## config.mk

```make
export PLATFORM = sky130hd
export DESIGN_NAME = button_click_hold_detector_flat
export DESIGN_NICKNAME = d
export VERILOG_FILES = /design/src/hdl/cbhd_pkg.sv /design/src/hdl/cbhd_if.sv /design/src/hdl/cbhd_step.sv /design/src/hdl/button_click_hold_detector.sv /design/src/flat_wrapper.sv
export SDC_FILE = /design/constraint.sdc
export NUM_CORES = 1
export LEC_CHECK = 0
export BUFFER_PORTS_ARGS = -buffer_cell sky130_fd_sc_hd__clkbuf_2
export CAP_MARGIN = 10
export CORE_MARGIN = 4
export CORE_UTILIZATION = 25
export CTS_CLUSTER_DIAMETER = 100
export DETAILED_ROUTE_END_ITERATION = 16
export PLACE_DENSITY = 0.42
export RECOVER_POWER = 25
export SLEW_MARGIN = 0
export SYNTH_ARGS = -nofsm -noshare
export SYNTH_HDL_FRONTEND = slang
export SYNTH_SLANG_ARGS = --single-unit
```

## constraint.sdc

```tcl
create_clock -name clk -period 26.4 [get_ports clk]
set_input_delay 1.32 -clock clk [delete_from_list [all_inputs] [get_ports clk]]
set_output_delay 1.32 -clock clk [all_outputs]
set_load 0.02 [all_outputs]
```

## src/hdl/cbhd_pkg.sv

```systemverilog
package cbhd_pkg;

  localparam int BTN_W   = 3;
  localparam int BTN_CNT = 1 << BTN_W;
  localparam int TMR_W   = 16;
  localparam int REG_W   = 16;
  localparam int MASK_W  = 8;
  localparam int EV_MAX  = 6;
  localparam int EV_CW   = 3;

  typedef enum logic [2:0] {
    EV_DOWN   = 3'd0,
    EV_UP     = 3'd1,
    EV_CLICK  = 3'd2,
    EV_DOUBLE = 3'd3,
    EV_HOLD   = 3'd4
  } ev_kind_t;

  typedef enum logic [2:0] {
    CFG_DEBOUNCE = 3'd0,
    CFG_WINDOW   = 3'd1,
    CFG_HOLD     = 3'd2,
    CFG_REPEAT   = 3'd3,
    CFG_ACT_HIGH = 3'd4,
    CFG_RPT_MASK = 3'd5
  } cfg_idx_t;

  typedef struct packed {
    logic [REG_W-1:0]  debounce;
    logic [REG_W-1:0]  window;
    logic [REG_W-1:0]  hold;
    logic [REG_W-1:0]  rpt;
    logic [MASK_W-1:0] act_high;
    logic [MASK_W-1:0] rpt_mask;
  } cfg_t;

  typedef struct packed {
    logic             prev;
    logic             set_run;
    logic [TMR_W-1:0] set_left;
    logic             win_run;
    logic [TMR_W-1:0] win_left;
    logic             hold_run;
    logic [TMR_W-1:0] hold_left;
    logic             rpt_run;
    logic [TMR_W-1:0] rpt_left;
  } btn_st_t;

  localparam int ST_W = $bits(btn_st_t);
  localparam btn_st_t ST_RST = btn_st_t'({1'b1, {(ST_W-1){1'b0}}});

  typedef struct packed {
    ev_kind_t [EV_MAX-1:0] kind;
    logic [EV_CW-1:0]      cnt;
  } ev_list_t;

  function automatic logic [TMR_W-1:0] load_val(input logic [REG_W-1:0] v);
    logic [32:0] x;
    logic [32:0] top;
    x   = 33'(v);
    top = (33'd1 << TMR_W) - 33'd1;
    if (x == 33'd0) x = 33'd1;
    if (x > top) x = top;
    return x[TMR_W-1:0];
  endfunction

  function automatic logic [TMR_W-1:0] tick(input logic [TMR_W-1:0] left);
    return left - TMR_W'(left != '0);
  endfunction

endpackage

```

## src/hdl/cbhd_if.sv

```systemverilog
interface cbhd_in_if;
  import cbhd_pkg::*;
  logic             valid;
  logic             ready;
  logic [BTN_W-1:0] button_index;
  logic             raw_level;

  modport source (output valid, output button_index, output raw_level, input ready);
  modport sink   (input valid, input button_index, input raw_level, output ready);
endinterface

interface cbhd_out_if;
  import cbhd_pkg::*;
  logic             valid;
  logic             ready;
  logic [BTN_W-1:0] event_button;
  logic [2:0]       event_kind;
  logic             last_of_run;

  modport source (output valid, output event_button, output event_kind,
                  output last_of_run, input ready);
  modport sink   (input valid, input event_button, input event_kind,
                  input last_of_run, output ready);
endinterface

```

## src/hdl/cbhd_step.sv

```systemverilog
module cbhd_step
  import cbhd_pkg::*;
(
  input  btn_st_t          st_i,
  input  logic [BTN_W-1:0] btn,
  input  logic             level,
  input  cfg_t             cfg,
  output btn_st_t          st_o,
  output ev_list_t         ev_o
);

  always_comb begin
    btn_st_t  s;
    ev_list_t ev;
    logic     fw;
    logic     fh;
    logic     fr;
    logic     pressed;
    s  = st_i;
    ev = '0;
    fw = 1'b0;
    fh = 1'b0;
    fr = 1'b0;
    pressed = ~(level ^ cfg.act_high[btn]);

    // debounce
    if (s.set_run) begin
      s.set_left = tick(s.set_left);
      if (s.set_left == '0) begin
        s.set_run = 1'b0;
        if (pressed) begin
          ev.kind[ev.cnt] = EV_DOWN;
          ev.cnt = ev.cnt + EV_CW'(1);
          ev.kind[ev.cnt] = EV_CLICK;
          ev.cnt = ev.cnt + EV_CW'(1);
          if (!s.hold_run) begin
            s.hold_run  = 1'b1;
            s.hold_left = load_val(cfg.hold);
            fh = 1'b1;
          end
          if (!s.win_run) begin
            s.win_run  = 1'b1;
            s.win_left = load_val(cfg.window);
            fw = 1'b1;
          end else begin
            ev.kind[ev.cnt] = EV_DOUBLE;
            ev.cnt = ev.cnt + EV_CW'(1);
            s.win_run  = 1'b0;
            s.win_left = '0;
          end
        end else begin
          ev.kind[ev.cnt] = EV_UP;
          ev.cnt = ev.cnt + EV_CW'(1);
          s.hold_run  = 1'b0;
          s.hold_left = '0;
          s.rpt_run   = 1'b0;
          s.rpt_left  = '0;
        end
      end
    end

    // edge
    if (level != s.prev) begin
      if (!s.set_run) begin
        s.set_run  = 1'b1;
        s.set_left = load_val(cfg.debounce);
      end
      s.prev = level;
    end

    // double-click window
    if (s.win_run && !fw) begin
      s.win_left = tick(s.win_left);
      if (s.win_left == '0) s.win_run = 1'b0;
    end

    // hold
    if (s.hold_run && !fh) begin
      s.hold_left = tick(s.hold_left);
      if (s.hold_left == '0) begin
        s.hold_run = 1'b0;
        ev.kind[ev.cnt] = EV_HOLD;
        ev.cnt = ev.cnt + EV_CW'(1);
        if (cfg.rpt_mask[btn]) begin
          ev.kind[ev.cnt] = EV_CLICK;
          ev.cnt = ev.cnt + EV_CW'(1);
          if (!s.rpt_run) begin
            s.rpt_run  = 1'b1;
            s.rpt_left = load_val(cfg.rpt);
            fr = 1'b1;
          end
        end
      end
    end

    // repeat
    if (s.rpt_run && !fr) begin
      s.rpt_left = tick(s.rpt_left);
      if (s.rpt_left == '0) begin
        ev.kind[ev.cnt] = EV_CLICK;
        ev.cnt = ev.cnt + EV_CW'(1);
        s.rpt_left = load_val(cfg.rpt);
      end
    end

    st_o = s;
    ev_o = ev;
  end

endmodule

```

## src/hdl/button_click_hold_detector.sv

```systemverilog
// channel  | dir | handshake    | payload
// in_ch    | in  | valid/ready  | button_index[2:0], raw_level
// out_ch   | out | valid/ready  | event_button[2:0], event_kind[2:0], last_of_run
// cfg      | in  | cfg_we       | cfg_idx[2:0], cfg_wdata[15:0]
//
// An item reads its button's state from the state memory at acceptance, is
// evaluated in the next cycle and written back when it moves on, with forwarding
// when the next item names the same button. An item with n events (up to 6) holds
// the output register until all are taken; one with none does not load it. The
// first event is offered once the item is loaded there. Reset sets per-entry
// valid bits to zero: an entry not yet written reads as its reset state, so no
// clearing pass is needed. A stalled output holds one item in the evaluate stage.
module button_click_hold_detector
  import cbhd_pkg::*;
(
  input  logic             clk,
  input  logic             rst_n,
  cbhd_in_if.sink          in_ch,
  cbhd_out_if.source       out_ch,
  input  logic             cfg_we,
  input  logic [2:0]       cfg_idx,
  input  logic [REG_W-1:0] cfg_wdata
);

  cfg_t                   cfg_r;
  btn_st_t                mem [BTN_CNT];
  btn_st_t                mem_q_r;
  btn_st_t                fwd_data_r;
  logic                   fwd_r;
  logic                   vld_q_r;
  logic [BTN_CNT-1:0]     vld_r;
  logic                   b_valid_r;
  logic [BTN_W-1:0]       b_btn_r;
  logic                   b_lvl_r;
  btn_st_t                st_cur;
  btn_st_t                st_nxt;
  ev_list_t               ev;
  ev_kind_t [EV_MAX-1:0]  em_kind_r;
  logic [EV_CW-1:0]       em_cnt_r;
  logic [BTN_W-1:0]       em_btn_r;
  logic                   acc;
  logic                   out_fire;
  logic                   can_load;
  logic                   b_move;
  logic                   em_load;

  always_ff @(posedge clk) begin
    if (!rst_n) begin
      cfg_r.debounce <= REG_W'(20);
      cfg_r.window   <= REG_W'(300);
      cfg_r.hold     <= REG_W'(1000);
      cfg_r.rpt      <= REG_W'(100);
      cfg_r.act_high <= '0;
      cfg_r.rpt_mask <= '1;
    end else if (cfg_we) begin
      case (cfg_idx)
        CFG_DEBOUNCE: cfg_r.debounce <= cfg_wdata;
        CFG_WINDOW:   cfg_r.window   <= cfg_wdata;
        CFG_HOLD:     cfg_r.hold     <= cfg_wdata;
        CFG_REPEAT:   cfg_r.rpt      <= cfg_wdata;
        CFG_ACT_HIGH: cfg_r.act_high <= cfg_wdata[MASK_W-1:0];
        CFG_RPT_MASK: cfg_r.rpt_mask <= cfg_wdata[MASK_W-1:0];
        default: ;
      endcase
    end
  end

  assign out_fire = out_ch.valid && out_ch.ready;
  assign can_load = (em_cnt_r == '0) || ((em_cnt_r == EV_CW'(1)) && out_ch.ready);
  assign b_move   = b_valid_r && ((ev.cnt == '0) || can_load);
  assign em_load  = b_move && (ev.cnt != '0);
  assign in_ch.ready = !b_valid_r || b_move;
  assign acc      = in_ch.valid && in_ch.ready;

  always_ff @(posedge clk) begin
    if (b_move) mem[b_btn_r] <= st_nxt;
    if (acc) mem_q_r <= mem[in_ch.button_index];
  end

  always_ff @(posedge clk) begin
    if (acc) begin
      b_btn_r    <= in_ch.button_index;
      b_lvl_r    <= in_ch.raw_level;
      fwd_data_r <= st_nxt;
    end
    if (em_load) begin
      em_btn_r  <= b_btn_r;
      em_kind_r <= ev.kind;
    end else if (out_fire) begin
      for (int i = 0; i < EV_MAX - 1; i++) em_kind_r[i] <= em_kind_r[i+1];
      em_kind_r[EV_MAX-1] <= EV_DOWN;
    end
  end

  always_ff @(posedge clk) begin
    if (!rst_n) begin
      b_valid_r <= 1'b0;
      vld_r     <= '0;
      fwd_r     <= 1'b0;
      vld_q_r   <= 1'b0;
      em_cnt_r  <= '0;
    end else begin
      if (acc) begin
        b_valid_r <= 1'b1;
        fwd_r     <= b_move && (b_btn_r == in_ch.button_index);
        vld_q_r   <= vld_r[in_ch.button_index];
      end else if (b_move) begin
        b_valid_r <= 1'b0;
      end
      if (b_move) vld_r[b_btn_r] <= 1'b1;
      if (em_load) em_cnt_r <= ev.cnt;
      else if (out_fire) em_cnt_r <= em_cnt_r - EV_CW'(1);
    end
  end

  assign st_cur = fwd_r ? fwd_data_r : (vld_q_r ? mem_q_r : ST_RST);

  cbhd_step u_step (
    .st_i  (st_cur),
    .btn   (b_btn_r),
    .level (b_lvl_r),
    .cfg   (cfg_r),
    .st_o  (st_nxt),
    .ev_o  (ev)
  );

  assign out_ch.valid        = em_cnt_r != '0;
  assign out_ch.event_button = em_btn_r;
  assign out_ch.event_kind   = em_kind_r[0];
  assign out_ch.last_of_run  = em_cnt_r == EV_CW'(1);

`ifndef SYNTHESIS
  a_cnt_bound: assert property (@(posedge clk) disable iff (!rst_n)
    em_cnt_r <= EV_CW'(EV_MAX))
    else $error("event count above limit");

  a_last_drains: assert property (@(posedge clk) disable iff (!rst_n)
    out_fire && out_ch.last_of_run && !em_load |=> !out_ch.valid)
    else $error("events remain after last of run");

  a_no_event_moves: assert property (@(posedge clk) disable iff (!rst_n)
    b_valid_r && ev.cnt == '0 |-> b_move)
    else $error("item without events stalled");

  a_load_when_free: assert property (@(posedge clk) disable iff (!rst_n)
    em_load |-> em_cnt_r == '0 || (em_cnt_r == EV_CW'(1) && out_fire))
    else $error("emitter overwritten");
`endif

endmodule
```

## src/flat_wrapper.sv

```systemverilog
// flat-port wrapper written by rule: the top's interface ports become plain ports
module button_click_hold_detector_flat import cbhd_pkg::*;
  (clk, rst_n, cfg_we, cfg_idx, cfg_wdata, in_ch_valid, in_ch_button_index, in_ch_raw_level, in_ch_ready, out_ch_valid, out_ch_event_button, out_ch_event_kind, out_ch_last_of_run, out_ch_ready);
  cbhd_in_if in_ch_i ();
  cbhd_out_if out_ch_i ();
  input  logic clk;
  input  logic rst_n;
  input  logic cfg_we;
  input  logic [2:0] cfg_idx;
  input  logic [REG_W-1:0] cfg_wdata;
  input wire logic [$bits(in_ch_i.valid)-1:0] in_ch_valid;
  input wire logic [$bits(in_ch_i.button_index)-1:0] in_ch_button_index;
  input wire logic [$bits(in_ch_i.raw_level)-1:0] in_ch_raw_level;
  output wire logic [$bits(in_ch_i.ready)-1:0] in_ch_ready;
  output wire logic [$bits(out_ch_i.valid)-1:0] out_ch_valid;
  output wire logic [$bits(out_ch_i.event_button)-1:0] out_ch_event_button;
  output wire logic [$bits(out_ch_i.event_kind)-1:0] out_ch_event_kind;
  output wire logic [$bits(out_ch_i.last_of_run)-1:0] out_ch_last_of_run;
  input wire logic [$bits(out_ch_i.ready)-1:0] out_ch_ready;
  assign in_ch_i.valid = in_ch_valid;
  assign in_ch_i.button_index = in_ch_button_index;
  assign in_ch_i.raw_level = in_ch_raw_level;
  assign in_ch_ready = in_ch_i.ready;
  assign out_ch_valid = out_ch_i.valid;
  assign out_ch_event_button = out_ch_i.event_button;
  assign out_ch_event_kind = out_ch_i.event_kind;
  assign out_ch_last_of_run = out_ch_i.last_of_run;
  assign out_ch_i.ready = out_ch_ready;
  button_click_hold_detector u_core (.clk(clk), .rst_n(rst_n), .in_ch(in_ch_i), .out_ch(out_ch_i), .cfg_we(cfg_we), .cfg_idx(cfg_idx), .cfg_wdata(cfg_wdata));
endmodule
```

==> results of run 1 <==
==> where the power goes <==
| group | switching (W) | total, W | internal (W) |
|---|---|---|---|
| clock | 0.000523 | 0.00127 | 0.000744 |
| sequential | 0.0000189 | 0.00146 | 0.00144 |
| combinational | 0.000172 | 0.000261 | 0.0000892 |
==> critical path, delay by kind of cell, from the launching register on <==
| family | cells | cell delay, ps |
|---|---|---|
| XOR/XNOR | 1 | 180 |
| AND/OR/NAND/NOR | 22 | 5930 |
| AO/OA/AOI/OAI | 7 | 1910 |
| flip-flops | 1 | 990 |
| adder cells (fa/ha/maj) | 5 | 1390 |
| buffers and inverters | 2 | 1580 |
| multiplexers | 3 | 1230 |
==> area by class of cell <==
class	count	area (um^2)
Fill cell	13600	96400
Sequential cell	804	23200
Multi-Input combinational cell	1335	10700
Clock buffer	111	2460
Tap cell	1781	2230
Clock inverter	59	581
Timing Repair Buffer	89	539
Inverter	23	86.3
Antenna cell	1	2.50
==> layer usage <==
layer  share of wire [%]  global-route usage [%]  vias up
met2                  45                    21.0      604
met1                  48                    20.0    10700
met5                   0                       0        -
li1                    -                       -     9094
met4                 2.1                    3.26        0
met3                 4.9                    2.13      126
==> sequential cells by signal, summed over array words and instances (netlist names) <==
| name | flops |
|---|---|
| u_core.b_btn_r | 3 |
| u_core.b_lvl_r | 1 |
| u_core.b_valid_r | 1 |
| u_core.cfg_r | 80 |
| u_core.em_cnt_r | 3 |
| u_core.em_kind_r | 10 |
| u_core.fwd_data_r | 69 |
| u_core.fwd_r | 1 |
| u_core.mem | 552 |
| u_core.mem_q_r | 69 |
| u_core.out_ch.event_button | 3 |
| u_core.out_ch.event_kind | 3 |
| u_core.vld_q_r | 1 |
| u_core.vld_r | 8 |
==> synthesized netlist by cell type, types with 21 or more instances <==
cell,instances
dfxtp_1,94
mux2i_1,25
o21ai_0,47
ha_1,24
clkbuf_1,81
mux2_2,84
nand3_1,59
edfxtp_1,710
nor3_1,44
inv_1,21
a21oi_1,119
mux4_2,140
a22oi_1,46
nand2_1,271
xnor2_1,47
nor2_1,119
==> metrics by stage <==
stage          util, %  cells
6_report          29.2   4203
5_1_grt           29.2   4202
4_1_cts           29.3   4198
3_5_place_dp      27.0   4028
3_3_place_gp      27.0   4028
2_1_floorplan        -   2283
==> worst paths after layout <==
path,slack (ps),cells past startpoint,to
worst max-delay path,11170,40,in_ch_ready
worst min-delay path,450,2,u_core.cfg_r[13]$_SDFFE_PN0P_
worst min register to register,450,2,u_core.cfg_r[13]$_SDFFE_PN0P_
worst max register to register,11670,42,u_core.mem[0][11]$_DFFE_PP_
==> cell families after synthesis <==
group,share of synthesized area (%)
AOI/OAI and AO/OA,7.32
xor gates and xnor gates,1.60
adders and majority gates,0.872
buffers and inverters,1.73
DFF,67.3
muxes,12.7
and+or+nand+nor,8.44
==> qor.csv, run 1 <==
metric,value,unit
PortBufs,36,
fin nets,2396,
vias in the first global route,20700,
final WL,98300,um
number of routed nets with antenna violations,0,
CTS Buf Count,91,
Final Hold Slack,455,ps
max-cap violations,6,
slowest stage cell on the critical path,clkbuf_1,
"EDFF count, synth",710,
critical path type,flip-flop to output port,
"worst slack, placed",13600,ps
FP Rows,135,
"commonest non-fill, non-tap cell in the layout",edfxtp_1,
min Tclk post-route,15230,ps
Hold Buf Count CTS,0,
Final Max Slew Viols,252,
Setup WS post-layout,11170,ps
initial antenna violation count,4,
initial DRC count,2168,
drt via density,4.88,
syn_nets,2335,
CP Capture Type,output port,
fin crit share,57.7,%
"Req. time, crit path",25080,ps
Worst Path Max Fanout,28,
first drt pass iteration count,5,
post-route cell area,39800,um^2
Total Power,0.00299,W
Power Dens Cells,75.2,nW/um^2
pin count of the biggest net entering global routing,64,
Area Overhead vs Synth,15.5,%
later-pin clock latency in the skew report,680,ps
core region area,136000,um^2
Synth cell types,83,
Worst R2R Start,u_core.fwd_r$_SDFFE_PN0P_,
crit path DAT,13910,ps
CP startpoint kind,flip-flop,
CTS tree,yes,
Setup Skew,34.7,ps
worst-case clock buffer depth,3,
ranking of synthesized cells by area,"edfxtp_1 (62%), mux4_2 (9.2%), dfxtp_1 (5.5%), nand2_1 (3.0%), mux2_2 (2.7%)",
crit path from,u_core.fwd_r$_SDFFE_PN0P_,
top cell type's share of synthesized area,61.9,%
Seq cells post-synth,804,
"slowest stage delay, CP",1370,ps
class of the worst hold path,flip-flop to flip-flop,
Clock Sinks,804,
first-pass GRT wire length,145000,um
most frequent cells in the layout,"edfxtp_1 (710), nand2_1 (271), mux4_2 (140)",
DRC Markers,0,
worst slew pin tran,5520,ps
Syn Area/Cell,15.1,um^2
Final Hold Vio Count,0,
Cells after Synth,2283,
hold_sp,u_core.cfg_r[13]$_SDFFE_PN0P_,
RSZ-0062 raised after global routing,no,
postcts setup bufs,0,
Worst path most repeated cell,ha_1,
outcome,finished with violations,
maximum vdd drop,0.0000557,V
failing checks,"capacitance limit, slew limit",
GPL Wtd Cong,0.852,
H-tree depth,3,
Ports,37,
Initial Util,25.3,%
Setup TNS,0,ps
Worst-path clk slew,60,ps
via count,20500,
share of layout cells above drive strength 1,18.5,%
Die Span X,379,um
wire per inst,23.4,um
asr flop ratio synth,0,%
LEAKAGE,12.9,nW
Fmax achieved,65.6,MHz
Root Driver,clkbuf_16,
hpwl dp,61300,um
Slew headroom,-268,%
Resize count post-CTS,0,
Post-Syn Area,34500,um^2
global-route usage over all layers,13.6,%
Final setup violation count,0,
Die Ht,379,um
Die Area,144000,um^2
Yosys top cell by area,edfxtp_1,
total gr overflow,0,
area of placed instances,36800,um^2
Ys Warns,0,
sequential share of the synthesized area,67.3,%
most used flip-flop cell after synthesis,edfxtp_1,
Note: power is estimated with default switching activity, not from simulation.
==> run 2, diff against run 1 <==
==> constraint.sdc (replaced) <==
create_clock -name clk -period 15.38 [get_ports clk]
set_input_delay 0.769 -clock clk [delete_from_list [all_inputs] [get_ports clk]]
set_output_delay 0.769 -clock clk [all_outputs]
set_load 0.02 [all_outputs]
==> qor.csv, run 2 (synthesized netlist as in run 1, its figures left out) <==
metric,value,unit,change
outcome,finished with violations,,
failing checks,"capacitance limit, slew limit",,
initial DRC count,1642,,-24%
vias in the first global route,21000,,+1.7%
largest register by flop count,u_core.mem,,
drt via density,4.87,,-0.19%
area of placed instances,36800,um^2,-0.10%
FF-to-FF setup slack,1970,ps,-9700 ps
RSZ-0062 raised after global routing,no,,
Worst Path Max Fanout,48,,+71%
dpl cells,4023,,-0.12%
via count,20400,,-0.55%
CP startpoint kind,flip-flop,,
core region area,136000,um^2,unchanged
CP Capture Type,output port,,
CP bufs+invs,2,,unchanged
"commonest non-fill, non-tap cell in the layout",edfxtp_1,,
min Tclk post-route,13560,ps,
Area Overhead vs Synth,14.7,%,
number of routed nets with antenna violations,0,,unchanged
FP Rows,135,,unchanged
final WL,99400,um,+1.1%
Finished Layout Cells,4188,,-0.36%
Initial Util,25.3,%,unchanged
critical path's top delay family,simple AND/OR/NAND/NOR gates,,
Worst-path clk slew,60,ps,about the same
Root Driver,clkbuf_16,,
critical path type,flip-flop to output port,,
Largest regs,"u_core.mem: 552 flops, u_core.cfg_r: 80 flops",,
Largest register FFs,552,,unchanged
CTS tree,yes,,
worst-case clock buffer depth,3,,unchanged
later-pin clock latency in the skew report,660,ps,-20 ps
share of layout cells above drive strength 1,17.7,%,-0.84 points
Setup Skew,33.7,ps,-0.965 ps
maximum vdd drop,0.0000749,V,+35%
post-route cell area,39500,um^2,-0.70%
"slowest stage delay, CP",880,ps,-490 ps
Ports,37,,unchanged
Final Hold Vio Count,0,,unchanged
Final Hold Slack,362,ps,-93.3 ps
Die Span X,379,um,unchanged
CTS Buf Count,89,,-2.2%
LEAKAGE,12.8,nW,-1.1%
first-pass GRT wire length,146000,um,+0.38%
postcts setup bufs,0,,unchanged
Final setup violation count,0,,unchanged
final core occ,29.0,%,-0.21 points
"Req. time, crit path",14610,ps,-10470 ps
Multi-input gate area,10700,um^2,about the same
hpwl dp,61400,um,+0.19%
max-cap violations,5,,-1
PortBufs,36,,unchanged
CP Depth,39,,-2.5%
Fmax achieved,73.8,MHz,
Clock Sinks,804,,unchanged
Worst R2R End,u_core.mem[0][36]$_DFFE_PP_,,
DRC Markers,0,,unchanged
fin crit share,88.2,%,
Worst R2R Start,u_core.fwd_r$_SDFFE_PN0P_,,
crit path DAT,12790,ps,-1120 ps
fin nets,2386,,-0.42%
Resize count post-CTS,0,,unchanged
wire per inst,23.7,um,+1.5%
H-tree depth,3,,unchanged
worst slew pin tran,6270,ps,+753 ps
global-route usage over all layers,13.8,%,+0.19 points
total gr overflow,0,,unchanged
Die Ht,379,um,unchanged
Hold Buf Count CTS,0,,unchanged
Setup TNS,0,ps,unchanged
Power Dens Cells,127,nW/um^2,+69%
CP Capture Point,in_ch_ready,,
filler instances,13700,,+0.80%
slowest stage cell on the critical path,dfxtp_1,,
pin count of the biggest net entering global routing,65,,+1.6%
class of the worst hold path,input port to flip-flop,,
Worst path most repeated cell,ha_1,,
first drt pass iteration count,7,,+2
Slew headroom,-318,%,-50 points
GPL Wtd Cong,0.846,,-0.75%
crit path from,u_core.fwd_r$_SDFFE_PN0P_,,
most frequent cells in the layout,"edfxtp_1 (710), nand2_1 (271), mux4_2 (140)",,
register area,23200,um^2,unchanged
Worst R2R Path Depth,41,,-2.4%
Die Area,144000,um^2,unchanged
Final Max Slew Viols,224,,-11%
initial antenna violation count,1,,-3
==> run 2: worst register-to-register path: cells and delay by family (launching register included) <==
kind	cells	cell delay (ps)
DFF	1	880
and+or+nand+nor	20	5380
adders and majority gates	5	1290
AOI/OAI and AO/OA	10	2680
muxes	3	1030
buffers and inverters	3	1730
==> run 2: stage by stage <==
| step | power [W] | setup slack (ps) |
|---|---|---|
| global route | 0.00524 | 833 |
| detailed placement | 0.00301 | 2890 |
| CTS | 0.00509 | 2650 |
| floorplan | 0.00285 | -2280 |
| global placement | 0.00300 | 3060 |
| finish | 0.00502 | 1820 |
==> run 2: layout make-up <==
type                       instances  share of cell area [%]
multi-input combinational       1335                    27.1
clock inverter                    46                    1.09
antenna                            1                 0.00633
clock buffer                     117                    6.01
timing repair buffer              81                    1.25
tap                             1781                    5.64
inverter                          23                   0.219
sequential                       804                    58.7
==> run 2: worst min-delay path by stage <==
stage               slack [ps]                           from                                 endpoint  depth (start not counted)
floorplan                  420    u_core.b_btn_r[1]$_DFFE_PP_  u_core.out_ch.event_button[1]$_DFFE_PP_                          0
global placement           440   u_core.cfg_r[8]$_SDFFE_PN0P_             u_core.cfg_r[8]$_SDFFE_PN0P_                          2
detailed placement         450  u_core.cfg_r[15]$_SDFFE_PN0P_            u_core.cfg_r[15]$_SDFFE_PN0P_                          2
CTS                        270                in_ch_raw_level                 u_core.b_lvl_r$_DFFE_PP_                          1
global route               360                in_ch_raw_level                 u_core.b_lvl_r$_DFFE_PP_                          1
finish                     360                in_ch_raw_level                 u_core.b_lvl_r$_DFFE_PP_                          1
==> run 2: routing by layer <==
layer | routed length [um] | GRT usage (%) | part of all wire, % | vias up
li1 | - | - | - | 9060
met1 | 45500 | 19.1 | 46 | 10600
met2 | 45700 | 21.8 | 46 | 593
met3 | 5330 | 2.45 | 5.4 | 178
met4 | 2810 | 4.71 | 2.8 | 0
met5 | 0 | 0 | 0 | -
==> run 2: power breakdown <==
group	leakage [nW]	switching [W]	internal [W]
Combinational	3.99	0.000296	0.000151
Sequential	7.43	0.0000364	0.00248
Clock	1.36	0.000870	0.00119
